<file path="src/bsm_pkg.sv">
// shared types, codes and helpers for the bank switch mapper
package bsm_pkg;

    // request opcodes
    localparam logic [2:0] OP_CPU_RD = 3'd0;
    localparam logic [2:0] OP_CPU_WR = 3'd1;
    localparam logic [2:0] OP_PPU_RD = 3'd2;
    localparam logic [2:0] OP_PPU_WR = 3'd3;
    localparam logic [2:0] OP_TICK   = 3'd4;

    // target memory codes
    localparam logic [2:0] TGT_NONE    = 3'd0;
    localparam logic [2:0] TGT_PRG_RAM = 3'd1;
    localparam logic [2:0] TGT_PRG_ROM = 3'd2;
    localparam logic [2:0] TGT_CHR_ROM = 3'd3;
    localparam logic [2:0] TGT_VRAM    = 3'd4;

    // configuration register indexes
    localparam int CFG_INDEX_W = 2;
    localparam int CFG_DATA_W  = 13;
    localparam logic [CFG_INDEX_W-1:0] CFG_PRG_BANK_COUNT  = 2'd0;
    localparam logic [CFG_INDEX_W-1:0] CFG_PRG_RAM_PRESENT = 2'd1;
    localparam logic [CFG_INDEX_W-1:0] CFG_PRG_RAM_MASK    = 2'd2;
    localparam logic [CFG_INDEX_W-1:0] CFG_FOUR_SCREEN     = 2'd3;

    // mapper register decode
    localparam logic [15:0] REG_DECODE_MASK = 16'hE001;
    localparam logic [15:0] REG_BANK_SELECT = 16'h8000;
    localparam logic [15:0] REG_BANK_DATA   = 16'h8001;
    localparam logic [15:0] REG_MIRROR      = 16'hA000;
    localparam logic [15:0] REG_PROTECT     = 16'hA001;
    localparam logic [15:0] REG_IRQ_LATCH   = 16'hC000;
    localparam logic [15:0] REG_IRQ_RELOAD  = 16'hC001;
    localparam logic [15:0] REG_IRQ_DISABLE = 16'hE000;
    localparam logic [15:0] REG_IRQ_ENABLE  = 16'hE001;

    typedef struct packed {
        logic [2:0]  opcode;
        logic [15:0] bus_address;
        logic [7:0]  write_data;
    } req_t;

    typedef struct packed {
        logic        handled;
        logic [2:0]  target_memory;
        logic [18:0] mapped_address;
        logic        write_strobe;
        logic        irq_line_out;
        logic        ciram_ce_out;
        logic        ciram_a10_out;
    } rsp_t;

    // access part of a result
    typedef struct packed {
        logic        handled;
        logic [2:0]  target;
        logic [18:0] mapped;
        logic        strobe;
    } map_t;

    // register writes decoded from a cpu request
    typedef struct packed {
        logic       bank_select_we;
        logic       bank_data_we;
        logic       mirror_we;
        logic       latch_we;
        logic       count_clear;
        logic       irq_disable;
        logic       irq_enable;
        logic [7:0] data;
        logic [7:0] bank_data;
    } cpu_wr_t;

    // state updates from a ppu request or tick
    typedef struct packed {
        logic       sample;
        logic       a12_next;
        logic [7:0] count_next;
        logic       irq_set;
        logic       ce_we;
        logic       ce;
        logic       a10_we;
        logic       a10;
    } ppu_upd_t;

    typedef logic [7:0][7:0] bank_file_t;

    function automatic logic [7:0] bank_data_mask(input logic [2:0] target);
        logic [7:0] m;
        case (target)
            3'd0, 3'd1: m = 8'hFE;
            3'd6, 3'd7: m = 8'h3F;
            default:    m = 8'hFF;
        endcase
        return m;
    endfunction

endpackage

</file>
<file path="src/bsm_cpu_map.sv">
// cpu side: prg window mapping and mapper register write decode
module bsm_cpu_map (
    input  bsm_pkg::req_t       req,
    input  logic [6:0]          prg_bank_count,
    input  logic                prg_ram_present,
    input  logic [12:0]         prg_ram_addr_mask,
    input  logic [7:0]          bank_select,
    input  bsm_pkg::bank_file_t bank_regs,
    output bsm_pkg::map_t       map,
    output bsm_pkg::cpu_wr_t    wr
);

    logic [15:0] addr;
    logic [15:0] base;
    logic [5:0]  bank;
    logic [6:0]  n_m1;
    logic [6:0]  n_m2;
    logic        is_rd;
    logic        is_wr;
    logic        in_ram;
    logic        in_rom;

    always_comb
    begin
        addr   = req.bus_address;
        is_rd  = (req.opcode == bsm_pkg::OP_CPU_RD);
        is_wr  = (req.opcode == bsm_pkg::OP_CPU_WR);
        in_ram = (addr[15:13] == 3'b011);
        in_rom = addr[15];

        // prg mode swaps the 0x8000 and 0xc000 windows
        base = addr & 16'hE000;
        if (bank_select[6] && (base == 16'h8000 || base == 16'hC000))
        begin
            base = base ^ 16'h4000;
        end
        n_m1 = prg_bank_count - 7'd1;
        n_m2 = prg_bank_count - 7'd2;
        case (base[14:13])
            2'b00:   bank = n_m1[5:0] & bank_regs[6][5:0];
            2'b01:   bank = n_m1[5:0] & bank_regs[7][5:0];
            2'b10:   bank = n_m2[5:0];
            default: bank = n_m1[5:0];
        endcase

        map = '0;
        wr  = '0;
        wr.data      = req.write_data;
        wr.bank_data = req.write_data & bsm_pkg::bank_data_mask(bank_select[2:0]);

        if (is_rd || is_wr)
        begin
            if (in_ram)
            begin
                if (prg_ram_present)
                begin
                    map.handled = 1'b1;
                    map.target  = bsm_pkg::TGT_PRG_RAM;
                    map.mapped  = {6'd0, addr[12:0] & prg_ram_addr_mask};
                    map.strobe  = is_wr;
                end
            end
            else if (in_rom)
            begin
                map.handled = 1'b1;
                if (is_rd)
                begin
                    map.target = bsm_pkg::TGT_PRG_ROM;
                    map.mapped = {bank, addr[12:0]};
                end
                else
                begin
                    case (addr & bsm_pkg::REG_DECODE_MASK)
                        bsm_pkg::REG_BANK_SELECT: wr.bank_select_we = 1'b1;
                        bsm_pkg::REG_BANK_DATA:   wr.bank_data_we   = 1'b1;
                        bsm_pkg::REG_MIRROR:      wr.mirror_we      = 1'b1;
                        bsm_pkg::REG_IRQ_LATCH:   wr.latch_we       = 1'b1;
                        bsm_pkg::REG_IRQ_RELOAD:  wr.count_clear    = 1'b1;
                        bsm_pkg::REG_IRQ_DISABLE: wr.irq_disable    = 1'b1;
                        bsm_pkg::REG_IRQ_ENABLE:  wr.irq_enable     = 1'b1;
                        default:                  wr.irq_enable     = 1'b0;
                    endcase
                end
            end
        end
    end

endmodule

</file>
<file path="src/bsm_ppu_map.sv">
// ppu side: chr banking, nametable routing and a12 edge counter
module bsm_ppu_map #(
    parameter int EXT_VRAM_BYTES = 4096
) (
    input  bsm_pkg::req_t       req,
    input  logic                four_screen,
    input  logic                mirror_horizontal,
    input  logic                chr_invert,
    input  bsm_pkg::bank_file_t bank_regs,
    input  logic                last_a12,
    input  logic [7:0]          irq_count,
    input  logic [7:0]          irq_latch,
    input  logic                irq_enabled,
    output bsm_pkg::map_t       map,
    output bsm_pkg::ppu_upd_t   upd
);

    localparam logic [15:0] VRAM_MASK = 16'(EXT_VRAM_BYTES - 1);

    logic [15:0] addr;
    logic [15:0] sel;
    logic [7:0]  bank;
    logic [7:0]  cnt_dec;
    logic        is_rd;
    logic        is_wr;
    logic        is_tick;

    always_comb
    begin
        addr    = req.bus_address;
        is_rd   = (req.opcode == bsm_pkg::OP_PPU_RD);
        is_wr   = (req.opcode == bsm_pkg::OP_PPU_WR);
        is_tick = (req.opcode == bsm_pkg::OP_TICK);
        cnt_dec = irq_count - 8'd1;

        upd            = '0;
        upd.sample     = is_rd || is_wr || is_tick;
        upd.a12_next   = addr[12];
        upd.count_next = irq_count;
        // rising a12: a zero counter reloads, otherwise count down, raising the irq at zero if enabled
        if (upd.sample && !last_a12 && addr[12])
        begin
            if (irq_count == 8'd0)
            begin
                upd.count_next = irq_latch;
            end
            else
            begin
                upd.count_next = cnt_dec;
                upd.irq_set    = (cnt_dec == 8'd0) && irq_enabled;
            end
        end

        sel = chr_invert ? (addr ^ 16'h1000) : addr;
        case (sel[12:10])
            3'd0:    bank = bank_regs[0];
            3'd1:    bank = bank_regs[0] + 8'd1;
            3'd2:    bank = bank_regs[1];
            3'd3:    bank = bank_regs[1] + 8'd1;
            3'd4:    bank = bank_regs[2];
            3'd5:    bank = bank_regs[3];
            3'd6:    bank = bank_regs[4];
            default: bank = bank_regs[5];
        endcase

        map = '0;
        if (is_rd || is_wr)
        begin
            upd.ce_we = 1'b1;
            if (addr[15:13] != 3'd0)
            begin
                if (four_screen)
                begin
                    upd.ce      = 1'b0;
                    map.handled = 1'b1;
                    map.target  = bsm_pkg::TGT_VRAM;
                    map.mapped  = {3'd0, addr & VRAM_MASK};
                    map.strobe  = is_wr;
                end
                else
                begin
                    upd.ce     = 1'b1;
                    upd.a10_we = 1'b1;
                    upd.a10    = mirror_horizontal ? addr[11] : addr[10];
                end
            end
            else
            begin
                upd.ce = 1'b0;
                if (is_rd)
                begin
                    map.handled = 1'b1;
                    map.target  = bsm_pkg::TGT_CHR_ROM;
                    map.mapped  = {1'b0, bank, addr[9:0]};
                end
            end
        end
    end

endmodule

</file>
<file path="src/bank_switch_mapper_with_scanline_irq.sv">
// top level of the bank switch mapper with scanline interrupt counter
//
// requests arrive on req (valid/ready): cpu read or write, ppu read or write,
// or a tick that samples the ppu address. each request gives exactly one
// response on rsp (valid/ready) with the mapped target, address, write strobe
// and the irq and nametable lines as they stand after that request.
// rsp_valid rises in the cycle after acceptance, with only the response
// register between the request and the response; one request is taken every
// cycle while that register is not stalled.
// while rsp_ready is low the response register holds and req_ready drops
// only when that register is full and not being drained.
// configuration (cfg_we, cfg_index, cfg_data) is written in one cycle and is
// to be changed only while no request is in flight.
// rst_n clears all mapper state to zero, loads the configuration defaults
// (64 prg banks, prg-ram present, full ram mask, no four-screen ram) and
// empties the response register.
module bank_switch_mapper_with_scanline_irq #(
    parameter int EXT_VRAM_BYTES = 4096
) (
    input  logic                            clk,
    input  logic                            rst_n,
    input  logic                            req_valid,
    output logic                            req_ready,
    input  bsm_pkg::req_t                   req,
    output logic                            rsp_valid,
    input  logic                            rsp_ready,
    output bsm_pkg::rsp_t                   rsp,
    input  logic                            cfg_we,
    input  logic [bsm_pkg::CFG_INDEX_W-1:0] cfg_index,
    input  logic [bsm_pkg::CFG_DATA_W-1:0]  cfg_data
);

    logic [6:0]  prg_bank_count_reg;
    logic        prg_ram_present_reg;
    logic [12:0] prg_ram_addr_mask_reg;
    logic        four_screen_reg;

    logic [7:0]          bank_select_reg, bank_select_next;
    bsm_pkg::bank_file_t bank_regs_reg, bank_regs_next;
    logic                mirror_reg, mirror_next;
    logic                irq_enabled_reg, irq_enabled_next;
    logic [7:0]          irq_latch_reg, irq_latch_next;
    logic [7:0]          irq_count_reg, irq_count_next;
    logic                last_a12_reg, last_a12_next;
    logic                irq_pending_reg, irq_pending_next;
    logic                ciram_ce_reg, ciram_ce_next;
    logic                ciram_a10_reg, ciram_a10_next;

    logic          rsp_valid_reg;
    bsm_pkg::rsp_t rsp_reg, rsp_next;

    logic              accept;
    bsm_pkg::map_t     cpu_map;
    bsm_pkg::map_t     ppu_map;
    bsm_pkg::map_t     map;
    bsm_pkg::cpu_wr_t  wr;
    bsm_pkg::ppu_upd_t upd;

    assign req_ready = !rsp_valid_reg || rsp_ready;
    assign accept    = req_valid && req_ready;
    assign rsp_valid = rsp_valid_reg;
    assign rsp       = rsp_reg;

    bsm_cpu_map u_cpu_map (
        .req               (req),
        .prg_bank_count    (prg_bank_count_reg),
        .prg_ram_present   (prg_ram_present_reg),
        .prg_ram_addr_mask (prg_ram_addr_mask_reg),
        .bank_select       (bank_select_reg),
        .bank_regs         (bank_regs_reg),
        .map               (cpu_map),
        .wr                (wr)
    );

    bsm_ppu_map #(
        .EXT_VRAM_BYTES (EXT_VRAM_BYTES)
    ) u_ppu_map (
        .req               (req),
        .four_screen       (four_screen_reg),
        .mirror_horizontal (mirror_reg),
        .chr_invert        (bank_select_reg[7]),
        .bank_regs         (bank_regs_reg),
        .last_a12          (last_a12_reg),
        .irq_count         (irq_count_reg),
        .irq_latch         (irq_latch_reg),
        .irq_enabled       (irq_enabled_reg),
        .map               (ppu_map),
        .upd               (upd)
    );

    // each side gives an all-zero map for opcodes it does not own
    assign map = bsm_pkg::map_t'(cpu_map | ppu_map);

    always_comb
    begin
        bank_select_next = bank_select_reg;
        bank_regs_next   = bank_regs_reg;
        mirror_next      = mirror_reg;
        irq_enabled_next = irq_enabled_reg;
        irq_latch_next   = irq_latch_reg;
        irq_count_next   = irq_count_reg;
        last_a12_next    = last_a12_reg;
        irq_pending_next = irq_pending_reg;
        ciram_ce_next    = ciram_ce_reg;
        ciram_a10_next   = ciram_a10_reg;

        if (wr.bank_select_we)
        begin
            bank_select_next = wr.data;
        end
        if (wr.bank_data_we)
        begin
            bank_regs_next[bank_select_reg[2:0]] = wr.bank_data;
        end
        if (wr.mirror_we)
        begin
            mirror_next = wr.data[0];
        end
        if (wr.latch_we)
        begin
            irq_latch_next = wr.data;
        end
        if (wr.count_clear)
        begin
            irq_count_next = 8'd0;
        end
        else if (upd.sample)
        begin
            irq_count_next = upd.count_next;
        end
        if (upd.sample)
        begin
            last_a12_next = upd.a12_next;
        end
        if (wr.irq_disable)
        begin
            irq_enabled_next = 1'b0;
            irq_pending_next = 1'b0;
        end
        else if (wr.irq_enable)
        begin
            irq_enabled_next = 1'b1;
        end
        if (upd.irq_set)
        begin
            irq_pending_next = 1'b1;
        end
        if (upd.ce_we)
        begin
            ciram_ce_next = upd.ce;
        end
        if (upd.a10_we)
        begin
            ciram_a10_next = upd.a10;
        end

        rsp_next.handled        = map.handled;
        rsp_next.target_memory  = map.target;
        rsp_next.mapped_address = map.mapped;
        rsp_next.write_strobe   = map.strobe;
        rsp_next.irq_line_out   = irq_pending_next;
        rsp_next.ciram_ce_out   = ciram_ce_next;
        rsp_next.ciram_a10_out  = ciram_a10_next;
    end

    always_ff @(posedge clk or negedge rst_n)
    begin
        if (!rst_n)
        begin
            prg_bank_count_reg    <= 7'd64;
            prg_ram_present_reg   <= 1'b1;
            prg_ram_addr_mask_reg <= 13'h1FFF;
            four_screen_reg       <= 1'b0;
        end
        else if (cfg_we)
        begin
            case (cfg_index)
                bsm_pkg::CFG_PRG_BANK_COUNT:  prg_bank_count_reg    <= cfg_data[6:0];
                bsm_pkg::CFG_PRG_RAM_PRESENT: prg_ram_present_reg   <= cfg_data[0];
                bsm_pkg::CFG_PRG_RAM_MASK:    prg_ram_addr_mask_reg <= cfg_data[12:0];
                bsm_pkg::CFG_FOUR_SCREEN:     four_screen_reg       <= cfg_data[0];
                default:                      four_screen_reg       <= four_screen_reg;
            endcase
        end
    end

    always_ff @(posedge clk or negedge rst_n)
    begin
        if (!rst_n)
        begin
            bank_select_reg <= '0;
            bank_regs_reg   <= '0;
            mirror_reg      <= 1'b0;
            irq_enabled_reg <= 1'b0;
            irq_latch_reg   <= '0;
            irq_count_reg   <= '0;
            last_a12_reg    <= 1'b0;
            irq_pending_reg <= 1'b0;
            ciram_ce_reg    <= 1'b0;
            ciram_a10_reg   <= 1'b0;
            rsp_valid_reg   <= 1'b0;
        end
        else
        begin
            if (accept)
            begin
                bank_select_reg <= bank_select_next;
                bank_regs_reg   <= bank_regs_next;
                mirror_reg      <= mirror_next;
                irq_enabled_reg <= irq_enabled_next;
                irq_latch_reg   <= irq_latch_next;
                irq_count_reg   <= irq_count_next;
                last_a12_reg    <= last_a12_next;
                irq_pending_reg <= irq_pending_next;
                ciram_ce_reg    <= ciram_ce_next;
                ciram_a10_reg   <= ciram_a10_next;
            end
            if (accept)
            begin
                rsp_valid_reg <= 1'b1;
            end
            else if (rsp_ready)
            begin
                rsp_valid_reg <= 1'b0;
            end
        end
    end

    always_ff @(posedge clk)
    begin
        if (accept)
        begin
            rsp_reg <= rsp_next;
        end
    end

endmodule

</file>
<file path="config.mk">
export PLATFORM = sky130hd
export DESIGN_NAME = bank_switch_mapper_with_scanline_irq
export DESIGN_NICKNAME = d
export VERILOG_FILES = /design/src/bsm_pkg.sv /design/src/bsm_cpu_map.sv /design/src/bsm_ppu_map.sv /design/src/bank_switch_mapper_with_scanline_irq.sv
export SDC_FILE = /design/constraint.sdc
export NUM_CORES = 1
export LEC_CHECK = 0
export ABC_CLOCK_PERIOD_IN_PS = 3350
export BUFFER_PORTS_ARGS = -buffer_cell sky130_fd_sc_hd__buf_2
export CAP_MARGIN = 0
export CORE_MARGIN = 8
export CORE_UTILIZATION = 59
export DETAILED_ROUTE_END_ITERATION = 12
export PLACE_DENSITY = 0.9
export SETUP_SLACK_MARGIN = 0.05
export SYNTH_ARGS = -nofsm -noshare
export SYNTH_HDL_FRONTEND = slang
export SYNTH_SLANG_ARGS = --single-unit
export TNS_END_PERCENT = 30
</file>
<file path="constraint.sdc">
create_clock -name clk -period 3.35 [get_ports clk]
set_input_delay 0.335 -clock clk [delete_from_list [all_inputs] [get_ports clk]]
set_output_delay 0.335 -clock clk [all_outputs]
set_load 0.1 [all_outputs]
</file>
# Word-level counts from Yosys, hierarchy flattened
# Index checks and enable logic that the tools add are counted.
[classes]
shift = 0
mux = 49
div_mod_pow = 0
reduce_logical = 38
n_eq_ne = 28
n_mul = 0
n_lt_le_gt_ge = 2
add_sub_neg = 5
bitwise = 7
[op_table]
columns = ["cell", "count"]
rows = [
  ["$mux 24", 4],
  ["$mux 23", 4],
  ["$bwmux 64", 1],
  ["$pmux 8 s7", 1],
  ["$mux 8", 4],
  ["$eq 4x4->1 const B", 7],
  ["$mux 7", 4],
  ["$demux 8 s3", 1],
  ["$eq 3x3->1 const B", 8],
  ["$or 24x24->24", 1],
  ["$mux 1", 21],
  ["$mux 21", 1],
  ["$reduce_and 2->1", 10],
  ["$pmux 6 s3", 1],
  ["$add 8x1->8 const B", 2],
  ["$logic_not 8->1", 2],
  ["$pmux 8 s2", 1],
  ["$eq 3x2->1 const B", 5],
  ["$mux 15", 1],
  ["$and 13x13->13", 1],
  ["$mux 13", 1],
  ["$and 6x6->6", 2],
  ["$eq 3x1->1 const B", 3],
  ["$logic_not 3->1", 3],
  ["20 further kinds", 40],
]
[word_totals]
mem_bits_ro = 0
n_memories = 0
reg_bits = 143
inputBits = 47
latchBits = 0
out_inout_bits = 29
ram_bits = 0

# Logic depth before layout (Yosys ltp)
# Gate-level depths: netlist of the first run.
[logic_depth]
ltp_word = 11
depth_mapped = 10
ltp_nobuf = 9

# Hierarchy
# Synthesis of the first run repeated with hierarchy kept, for this count alone.
[hier_totals]
hier_cells = 696
hier_area_um2 = 7998.9
[by_module_without_submodules]
columns = ["mod", "cells_per_inst", "seq_area_each_um2", "n_inst", "area_per_inst_um2"]
rows = [
  ["bank_switch_mapper_with_scanline_irq", 345, 3757.4, 1, 5693.0],
  ["bsm_ppu_map", 229, 0.0, 1, 1443.9],
  ["bsm_cpu_map", 122, 0.0, 1, 862.1],
]

# Worst setup path after synthesis of the first run
# No wires, ideal clock.
[synth_path]
path_kind = "reg-to-reg"
startpoint = "register rsp_valid_reg (netlist: rsp_valid)"
endpoint = "register bank_regs_reg[24] in the netlist's numbering"
period_less_slack_ps = 4119
arrival_ps = 3994
path_stages_with_launch = 8
required_time_ps = 3225
setup_time_ps = 125
path_slack_ps = -769
path_cell_list = "dfrtp_1 nand2b_1 nand2_1 clkinv_1 and3_1 buf_2 nand4_2 mux2_2"
[synth_between]
elab_chain_cells = 4
[synth_rtl]
columns = ["element", "line", "rtl"]
rows = [
  ["start, declared", "bank_switch_mapper_with_scanline_irq.sv:49", "logic rsp_valid_reg;"],
  ["start signal, assigned", "bank_switch_mapper_with_scanline_irq.sv:201", "rsp_valid_reg <= 1'b0;"],
  ["start signal, assigned", "bank_switch_mapper_with_scanline_irq.sv:220", "rsp_valid_reg <= 1'b1;"],
  ["start signal, assigned", "bank_switch_mapper_with_scanline_irq.sv:224", "rsp_valid_reg <= 1'b0;"],
  ["$logic_not 1->1", "bank_switch_mapper_with_scanline_irq.sv:59", "assign req_ready = !rsp_valid_reg || rsp_ready;"],
  ["$logic_or 1x1->1", "bank_switch_mapper_with_scanline_irq.sv:59", ""],
  ["named net req_ready", "bank_switch_mapper_with_scanline_irq.sv:23", "output logic req_ready,"],
  ["$logic_and 1x1->1", "bank_switch_mapper_with_scanline_irq.sv:60", "assign accept = req_valid && req_ready;"],
  ["named net accept", "bank_switch_mapper_with_scanline_irq.sv:52", "logic accept;"],
  ["$reduce_and 2->1 (no source line)", "--", ""],
  ["end signal, assigned", "bank_switch_mapper_with_scanline_irq.sv:208", "bank_regs_reg <= bank_regs_next;"],
  ["end, declared", "bank_switch_mapper_with_scanline_irq.sv:39", "bsm_pkg::bank_file_t bank_regs_reg, bank_regs_next;"],
]
# The timed path passes the listed nets, and every way through them passes these cells.
# A chain may end at the register's enable or synchronous reset.

==> flow_summary.yaml, run 1 <==
run_status:
  status: "finished, final reports clean"
power:
  power.density_nw_per_um2: 589
  p_leak_nw: 3.71
  peakVddDrop_v: 0.000483
  total_power_mw: 4.82
clock_tree:
  holdBufCountCts: 0
  numCtsBuffers: 17
  clkTransAtPathRegs_ns: 0.06
  cts_sinks: 136
  cts_setup_buffers: 0
  clk_latency_ns: 0.43
  ctsResizeCount: 0
  root_buffer: "clkbuf_16"
  cts_tree: "done"
  htreeDepth: 4
  clockBufferDepth: 2
synthesis:
  yosysWarnings: 0
  postSynthCellCount: 601
  synth-seq-area-share: 0.506
  ys_ff_latch: 136
  synth_edf_count: 27
  synthArstFlopShare: 0.801
  ys.flop_type: "dfrtp_1"
  syn_area_per_cell_sq_um: 11.7
  synth_area_sq_um: 7030
  syn-num-nets: 655
  synthDistinctLibCells: 73
finish:
  stdcell_area_sq_um: 8180
  final-instance-count-excl-fill: 836
  drive_gt1_frac: 0.364
  fillers: 814
  final_common_cell: "dfrtp_1"
  final_cell_mix: "dfrtp_1, mux2_2, buf_2"
  largest_reg_flops: 60
  n_antenna_cell: 0
  syn2layout_area_growth_pct: 16.4
  nNetsFinal: 730
global_routing:
  grt-ovfl-total: 0
  grt_antenna_before_repair: 0
  grt_max_degree: 69
  grt_first_pass_wirelength_um: 28500
  grt_pass1_vias: 5380
  gr-usage-all-layers: 0.230
setup_path:
  cp.depth: 8
  critPathKind: "register to register"
  r2r_slack_ns: 0.68
  cp.arrival_ns: 2.85
  cp-start-kind: "register"
  cp.required_ns: 3.52
  cp_num_buf_inv: 0
  cp-startpoint: "bank_select_reg[7]"
  reg2reg_to: "rsp[20]"
  end_kind: "register"
  r2r-start: "bank_select_reg[7]"
  slowest_stage: "dfrtp_1"
  crit_family: "simple AND/OR/NAND/NOR gates"
  endpoint: "rsp[20]"
  worstPathCellList: "xor2_1 > nor2_1 > mux2_2 > ha_1 > nand3_1 > xor2_1 > mux2i_1 > a211o_1"
  worst-path-max-fanout: 7
  cpPeakStageDelay_ns: 0.43
  critPathMostFrequentCell: "xor2_1"
  reg2regPathDepth: 8
route:
  drt_iter0_drc: 491
  post_drt_via_cell_ratio: 6.31
  wire_per_inst_um: 21.1
  drt-pass1-iter-count: 5
  drcViolationCount: 0
  postRouteAntennaNets: 0
  vias: 5271
  routed_wl_um: 17700
timing:
  finalHoldViolCount: 0
  timing.clock.skew_ns: 0.00800
  min_period_ns: 2.67
  worst_pin_slew_ns: 1.05
  rsz0062_at_grt: "no"
  setup_tns_ns: 0
  setup_viol: 0
  fmax_mhz: 374
  fin_crit_sh: 0.798
  slew_headroom: 0.301
  hold_slack_ns: 0.0280
  maxSlewViolCount: 0
placement:
  placed_cell_area_sq_um: 7560
  port_buffers: 75
  placed_cells: 804
  place.gp.congestion: 0.897
  dp_hpwl_um: 12300
die:
  die_w_um: 125
  dieArea_sq_um: 15700
  num_io_pins: 76
  initial_core_util: 0.595
  die_h_um: 125
  rows: 40
  core_sq_um: 11800
run:
  max_cap_violations: 0
worst_hold_path:
  min_path_type: "input port to asynchronous set/reset pin"
## cell type report
type / instances / area, sq um / area share
Inverter: 12 / 46.3 / 0.00566
Sequential cell: 136 / 3560 / 0.435
Tap cell: 147 / 184 / 0.0225
Multi-Input combinational cell: 425 / 3320 / 0.405
Clock inverter: 9 / 111 / 0.0136
Timing Repair Buffer: 84 / 458 / 0.0560
Clock buffer: 23 / 509 / 0.0622
## cell usage after synthesis, types with 8 or more instances
cell / n / area [sq um]
a21oi_1: 11 / 55.1
inv_1: 11 / 41.3
and3_1: 9 / 56.3
o211ai_1: 9 / 67.6
dfstp_2: 14 / 368
nor2b_1: 8 / 50.1
nor2_1: 22 / 82.6
mux2i_1: 15 / 150
nand2b_1: 10 / 62.6
nand2_1: 45 / 169
a21boi_0: 12 / 90.1
o21ai_0: 39 / 195
edfxtp_1: 27 / 811
mux2_2: 90 / 1010
clkbuf_1: 11 / 41.3
dfrtp_1: 95 / 2380
nand3_1: 19 / 95.1
nor3_1: 9 / 45.0
buf_1: 8 / 30.0
## logic make-up (layout without fill, tap and decap cells)
| logic type | Yosys count | count (layout) | share of synthesized area |
|---|---|---|---|
| and+or+nand+nor | 174 | 174 | 0.148 |
| DFF | 136 | 136 | 0.506 |
| AOI/OAI and AO/OA | 118 | 118 | 0.111 |
| muxes | 111 | 111 | 0.179 |
| buffers and inverters | 40 | 128 | 0.0233 |
| xor gates and xnor gates | 15 | 15 | 0.0198 |
| adders and majority gates | 7 | 7 | 0.0125 |
## stage by stage
stage | utilization | setup WS [ns]
2_1_floorplan | - | 0.410
4_1_cts | 0.693 | 0.699
3_5_place_dp | 0.640 | 0.577
3_3_place_gp | 0.640 | 0.683
6_report | 0.693 | 0.677
5_1_grt | 0.693 | 0.560
## worst min path at each step
stage                   from           endpoint  depth (start not counted)
4_1_cts                rst_n  bank_regs_reg[20]                          1
6_report               rst_n  bank_regs_reg[20]                          1
3_5_place_dp   ciram_a10_reg      ciram_a10_reg                          2
3_3_place_gp   ciram_a10_reg      ciram_a10_reg                          2
5_1_grt                rst_n  bank_regs_reg[20]                          1
2_1_floorplan          rst_n   bank_regs_reg[0]                          0
## power breakdown
| part | internal [mW] | total, mW | switching [mW] | leakage (nW) |
|---|---|---|---|---|
| registers | 1.85 | 1.98 | 0.131 | 1.71 |
| logic | 0.318 | 0.897 | 0.580 | 1.70 |
| clock network | 1.22 | 1.94 | 0.722 | 0.297 |
| total | 3.39 | 4.82 | 1.43 | 3.71 |
## layer usage
| metal | share of wire | vias to the layer above | wire (um) | GRT usage |
|---|---|---|---|---|
| met3 | 0.071 | 41 | 1260 | 0.0595 |
| met1 | 0.41 | 2621 | 7210 | 0.280 |
| met2 | 0.49 | 231 | 8640 | 0.376 |
| li1 | - | 2378 | - | - |
| met4 | 0.032 | 0 | 561 | 0.105 |
| met5 | 0 | - | 0 | 0 |
(Power assumes the default switching activity.)
==> inputs of run 2 (changes only) <==
--- a/config.mk
+++ b/config.mk
@@ -5,13 +5,13 @@
 export SDC_FILE = /design/constraint.sdc
 export NUM_CORES = 1
 export LEC_CHECK = 0
-export ABC_CLOCK_PERIOD_IN_PS = 3350
+export ABC_CLOCK_PERIOD_IN_PS = 2450
 export BUFFER_PORTS_ARGS = -buffer_cell sky130_fd_sc_hd__buf_2
 export CAP_MARGIN = 0
 export CORE_MARGIN = 8
-export CORE_UTILIZATION = 59
+export CORE_UTILIZATION = 53
 export DETAILED_ROUTE_END_ITERATION = 12
-export PLACE_DENSITY = 0.9
+export PLACE_DENSITY = 0.86
 export SETUP_SLACK_MARGIN = 0.05
 export SYNTH_ARGS = -nofsm -noshare
 export SYNTH_HDL_FRONTEND = slang
==> constraint.sdc (replaced) <==
create_clock -name clk -period 2.45 [get_ports clk]
set_input_delay 0.245 -clock clk [delete_from_list [all_inputs] [get_ports clk]]
set_output_delay 0.245 -clock clk [all_outputs]
set_load 0.1 [all_outputs]
==> flow_summary.yaml, run 2 (synthesis gave the netlist of run 1 again) <==
run_status:
  status: "finished, final reports clean"
timing:
  fin_ws_ns: 0.146
  fmax_mhz: 434
  setup_tns_ns: 0
  finalHoldViolCount: 0
  worst_pin_slew_ns: 0.657
  maxSlewViolCount: 0
  setup_viol: 0
  slew_headroom: 0.561
  min_period_ns: 2.30
  timing.clock.skew_ns: 0.0111
  fin_crit_sh: 0.941
  rsz0062_at_grt: "no"
global_routing:
  grt_max_degree: 43
  gr-usage-all-layers: 0.208
  grt_first_pass_wirelength_um: 29100
  grt_antenna_before_repair: 0
  grt_pass1_vias: 5503
  grt-ovfl-total: 0
placement:
  port_buffers: 75
  dp_slack_ns: 0.109
  place.gp.congestion: 0.868
  dp_hpwl_um: 12500
route:
  post_drt_via_cell_ratio: 6.05
  routed_wl_um: 17500
  drt-pass1-iter-count: 5
  wire_per_inst_um: 19.9
  postRouteAntennaNets: 0
  drcViolationCount: 0
  vias: 5307
  drt_iter0_drc: 362
finish:
  drive_gt1_frac: 0.378
  final_common_cell: "dfrtp_1"
  n_antenna_cell: 0
  syn2layout_area_growth_pct: 18.0
  largest_reg_flops: 60
  final_cell_mix: "dfrtp_1, mux2_2, buf_2"
  nNetsFinal: 742
setup_path:
  worst-path-max-fanout: 5
  slowest_stage: "dfrtp_1"
  cp_num_buf_inv: 0
  critPathKind: "register to register"
  critPathMostFrequentCell: "xor2_1"
  worstPathCellList: "xor2_1 > nor2_2 > mux2_2 > ha_1 > nand3_1 > xor2_1 > mux2i_1 > a211o_1"
  end_kind: "register"
  cp.required_ns: 2.62
  crit_family: "multiplexers"
  cp.depth: 8
  cp.arrival_ns: 2.47
  reg2regPathDepth: 8
  cpPeakStageDelay_ns: 0.42
  cp-start-kind: "register"
worst_hold_path:
  holdPathStages: 2
  min_path_type: "input port to register"
run:
  max_cap_violations: 0
die:
  num_io_pins: 76
  core_sq_um: 13100
  die_w_um: 131
  die_h_um: 131
  initial_core_util: 0.537
  rows: 42
  dieArea_sq_um: 17200
power:
  p_leak_nw: 3.75
  peakVddDrop_v: 0.000571
  power.density_nw_per_um2: 772
  total_power_mw: 6.40
clock_tree:
  numCtsBuffers: 17
  clk_latency_ns: 0.42
  clkTransAtPathRegs_ns: 0.06
  clockBufferDepth: 2
  htreeDepth: 4
  cts_sinks: 136
  cts_tree: "done"
  root_buffer: "clkbuf_16"
run 2: stage by stage:
step / area, sq um / instances / util / hold slack (ns)
floorplan: 7060 / 601 / - / -0.0506
global route: 8290 / 877 / 0.634 / 0.0596
CTS: 8290 / 877 / 0.634 / 0.0483
detailed placement: 7710 / 844 / 0.589 / 0.282
finish: 8290 / 877 / 0.634 / 0.0621
global placement: 7710 / 844 / 0.589 / 0.268
run 2: power breakdown:
group	total (mW)	internal, mW	leakage, nW	switching [mW]
combinational	1.26	0.458	1.77	0.803
sequential	2.71	2.53	1.71	0.182
clock	2.43	1.45	0.273	0.975
total	6.40	4.45	3.75	1.96
run 2: area by class of cell:
type,instances,area (sq um)
Clock buffer,19,453
Clock inverter,13,119
Fill cell,977,4790
Inverter,12,57.6
Multi-Input combinational cell,425,3330
Sequential cell,136,3560
Tap cell,176,220
Timing Repair Buffer,96,551
run 2: worst register-to-register path, stage by stage (launching register included):
cell and delay (ns):
dfrtp_1 0.42, xor2_1 0.19, nor2_2 0.17, mux2_2 0.35, ha_1 0.27, nand3_1 0.12, xor2_1 0.15, mux2i_1 0.09
a211o_1 0.28
run 2: timing repair:
item,4_1_cts,5_1_grt
endpoints found under the hold margin,32,0
gates resized for setup,0,1
hold buffers,1,0
endpoints found under the setup margin,0,2
setup buffers,0,0
run 2: metal layers:
metal | track usage | vias to the layer above | part of all wire
met3 | 0.0492 | 42 | 0.062
met4 | 0.0846 | 0 | 0.027
met1 | 0.250 | 2649 | 0.41
met5 | 0 | - | 0
li1 | - | 2414 | -
met2 | 0.353 | 202 | 0.50
run 2: worst paths after layout:
path / start / endpoint / slack [ns]
setup reg to reg: bank_select_reg[7] / rsp[20] / 0.15
min in group asynchronous: rst_n / bank_regs_reg[17] / 0.37
hold reg to reg: ciram_a10_reg / ciram_a10_reg / 0.48
hold / removal: cfg_data[7] / prg_ram_addr_mask_reg[7] / 0.06
setup / recovery: bank_select_reg[7] / rsp[20] / 0.15
max in group asynchronous: rst_n / prg_ram_addr_mask_reg[5] / 1.36
==> inputs of run 3 (changes only) <==
==> constraint.sdc (replaced) <==
create_clock -name clk -period 2.45 [get_ports clk]
set_input_delay 0.245 -clock clk [delete_from_list [all_inputs] [get_ports clk]]
set_output_delay 0.245 -clock clk [all_outputs]
set_load 0.02 [all_outputs]
==> flow_summary.yaml, run 3 (synthesis gave the netlist of run 1 again) <==
run_status:
  status: "finished, final reports clean"
setup_path:
  critPathKind: "register to register"
  cp.required_ns: 2.61
  slowest_stage: "dfrtp_1"
  end_kind: "register"
  cpPeakStageDelay_ns: 0.42
  worst-path-max-fanout: 5
  worstPathCellList: "xor2_1 > nor2_2 > mux2_2 > ha_2 > nand3_1 > xor2_1 > mux2i_1 > a211o_1"
  cp-start-kind: "register"
  cp.arrival_ns: 2.41
  critPathMostFrequentCell: "xor2_1"
timing:
  timing.clock.skew_ns: 0.00824
  fmax_mhz: 445
  fin_crit_sh: 0.917
  finalHoldViolCount: 0
  maxSlewViolCount: 0
  setup_tns_ns: 0
  setup_viol: 0
  rsz0062_at_grt: "no"
  worst_pin_slew_ns: 1.01
  slew_headroom: 0.324
  min_period_ns: 2.25
finish:
  nNetsFinal: 743
  stdcell_area_sq_um: 8290
  n_antenna_cell: 0
  multiInputGateArea_sq_um: 3320
  final_common_cell: "dfrtp_1"
  regArea_sq_um: 3560
  drive_gt1_frac: 0.369
  fillers: 986
  largest_reg_flops: 60
  syn2layout_area_growth_pct: 17.9
  final_cell_mix: "dfrtp_1, mux2_2, buf_2"
placement:
  placed_cell_area_sq_um: 7700
  place.gp.congestion: 0.886
  dp_hpwl_um: 12600
  port_buffers: 75
global_routing:
  grt-ovfl-total: 0
  gr-usage-all-layers: 0.207
  grt_first_pass_wirelength_um: 28800
  grt_max_degree: 55
  grt_antenna_before_repair: 0
  grt_pass1_vias: 5474
clock_tree:
  clockBufferDepth: 2
  cts_setup_buffers: 0
  clkTransAtPathRegs_ns: 0.06
  clk_latency_ns: 0.41
  cts_tree: "done"
  htreeDepth: 4
  numCtsBuffers: 17
  cts_sinks: 136
  root_buffer: "clkbuf_16"
route:
  drt_iter0_drc: 372
  drt-pass1-iter-count: 5
  drcViolationCount: 0
  vias: 5237
  routed_wl_um: 17600
  post_drt_via_cell_ratio: 5.97
  postRouteAntennaNets: 0
  wire_per_inst_um: 20.1
power:
  p_leak_nw: 3.76
  peakVddDrop_v: 0.000647
  power.density_nw_per_um2: 760
die:
  num_io_pins: 76
  dieArea_sq_um: 17200
  core_sq_um: 13100
  rows: 42
  die_w_um: 131
  initial_core_util: 0.537
  die_h_um: 131
run:
  max_cap_violations: 0
worst_hold_path:
  min_path_type: "input port to register"
[run 3: changes by cell type in the layout (fill, tap and decap cells not counted), moves of 2 or more]
cell / change
clkbuf_1: +4
inv_6: -4
clkinvlp_4: -3
clkinv_2: +2
[run 3: stage by stage]
stage | worst slack (ns) | hold slack, ns | util | cells | power [mW]
after floorplan | 0.0574 | -0.0506 | - | 601 | 3.44
after global placement | 0.162 | 0.337 | 0.588 | 845 | 3.75
after detailed placement | 0.0729 | 0.347 | 0.588 | 845 | 3.81
after CTS | 0.0549 | 0.0471 | 0.633 | 877 | 6.31
after global routing | 0.0928 | 0.0692 | 0.633 | 877 | 6.56
final | 0.204 | 0.0567 | 0.633 | 877 | 6.30
[run 3: worst paths after layout]
path	from	endpoint	slack [ns]	cells after the start
worst max-delay path	bank_select_reg[7]	rsp[20]	0.20	8
worst min-delay path	req_valid	rsp_valid	0.06	2
worst max register to register	bank_select_reg[7]	rsp[20]	0.20	8
worst min register to register	ciram_a10_reg	ciram_a10_reg	0.48	2
max in group asynchronous	rst_n	bank_regs_reg[7]	1.41	3
min in group asynchronous	rst_n	bank_regs_reg[22]	0.43	2
[run 3: power breakdown]
group,leakage [nW],total [mW],internal (mW),switching [mW]
clock,0.282,2.50,1.57,0.924
sequential,1.71,2.71,2.53,0.175
combinational,1.77,1.09,0.460,0.633
[run 3: critical path: cells and delay by family (launching register included)]
family | cells | cell delay, ns
multiplexers | 2 | 0.45
XOR/XNOR | 2 | 0.34
AO/OA/AOI/OAI | 1 | 0.29
AND/OR/NAND/NOR | 2 | 0.27
adder cells (fa/ha/maj) | 1 | 0.22
flip-flops | 1 | 0.42
[run 3: timing repair]
action | CTS | global route
hold buffers | 1 | 0
setup endpoints to repair | 0 | 2
gates resized for setup | 0 | 2
hold endpoints to repair | 38 | 0
[run 3: area by class of cell]
class	count	share of cell area
tap	176	0.0266
timing repair buffer	97	0.0688
multi-input combinational	425	0.401
inverter	12	0.00558
clock inverter	8	0.0116
clock buffer	23	0.0578
sequential	136	0.429
[run 3: layer usage]
metal / global-route usage / part of all wire / up-vias
li1: - / - / 2408
met1: 0.251 / 0.41 / 2573
met2: 0.336 / 0.49 / 206
met3: 0.0534 / 0.061 / 50
met4: 0.103 / 0.035 / 0
met5: 0 / 0 / -
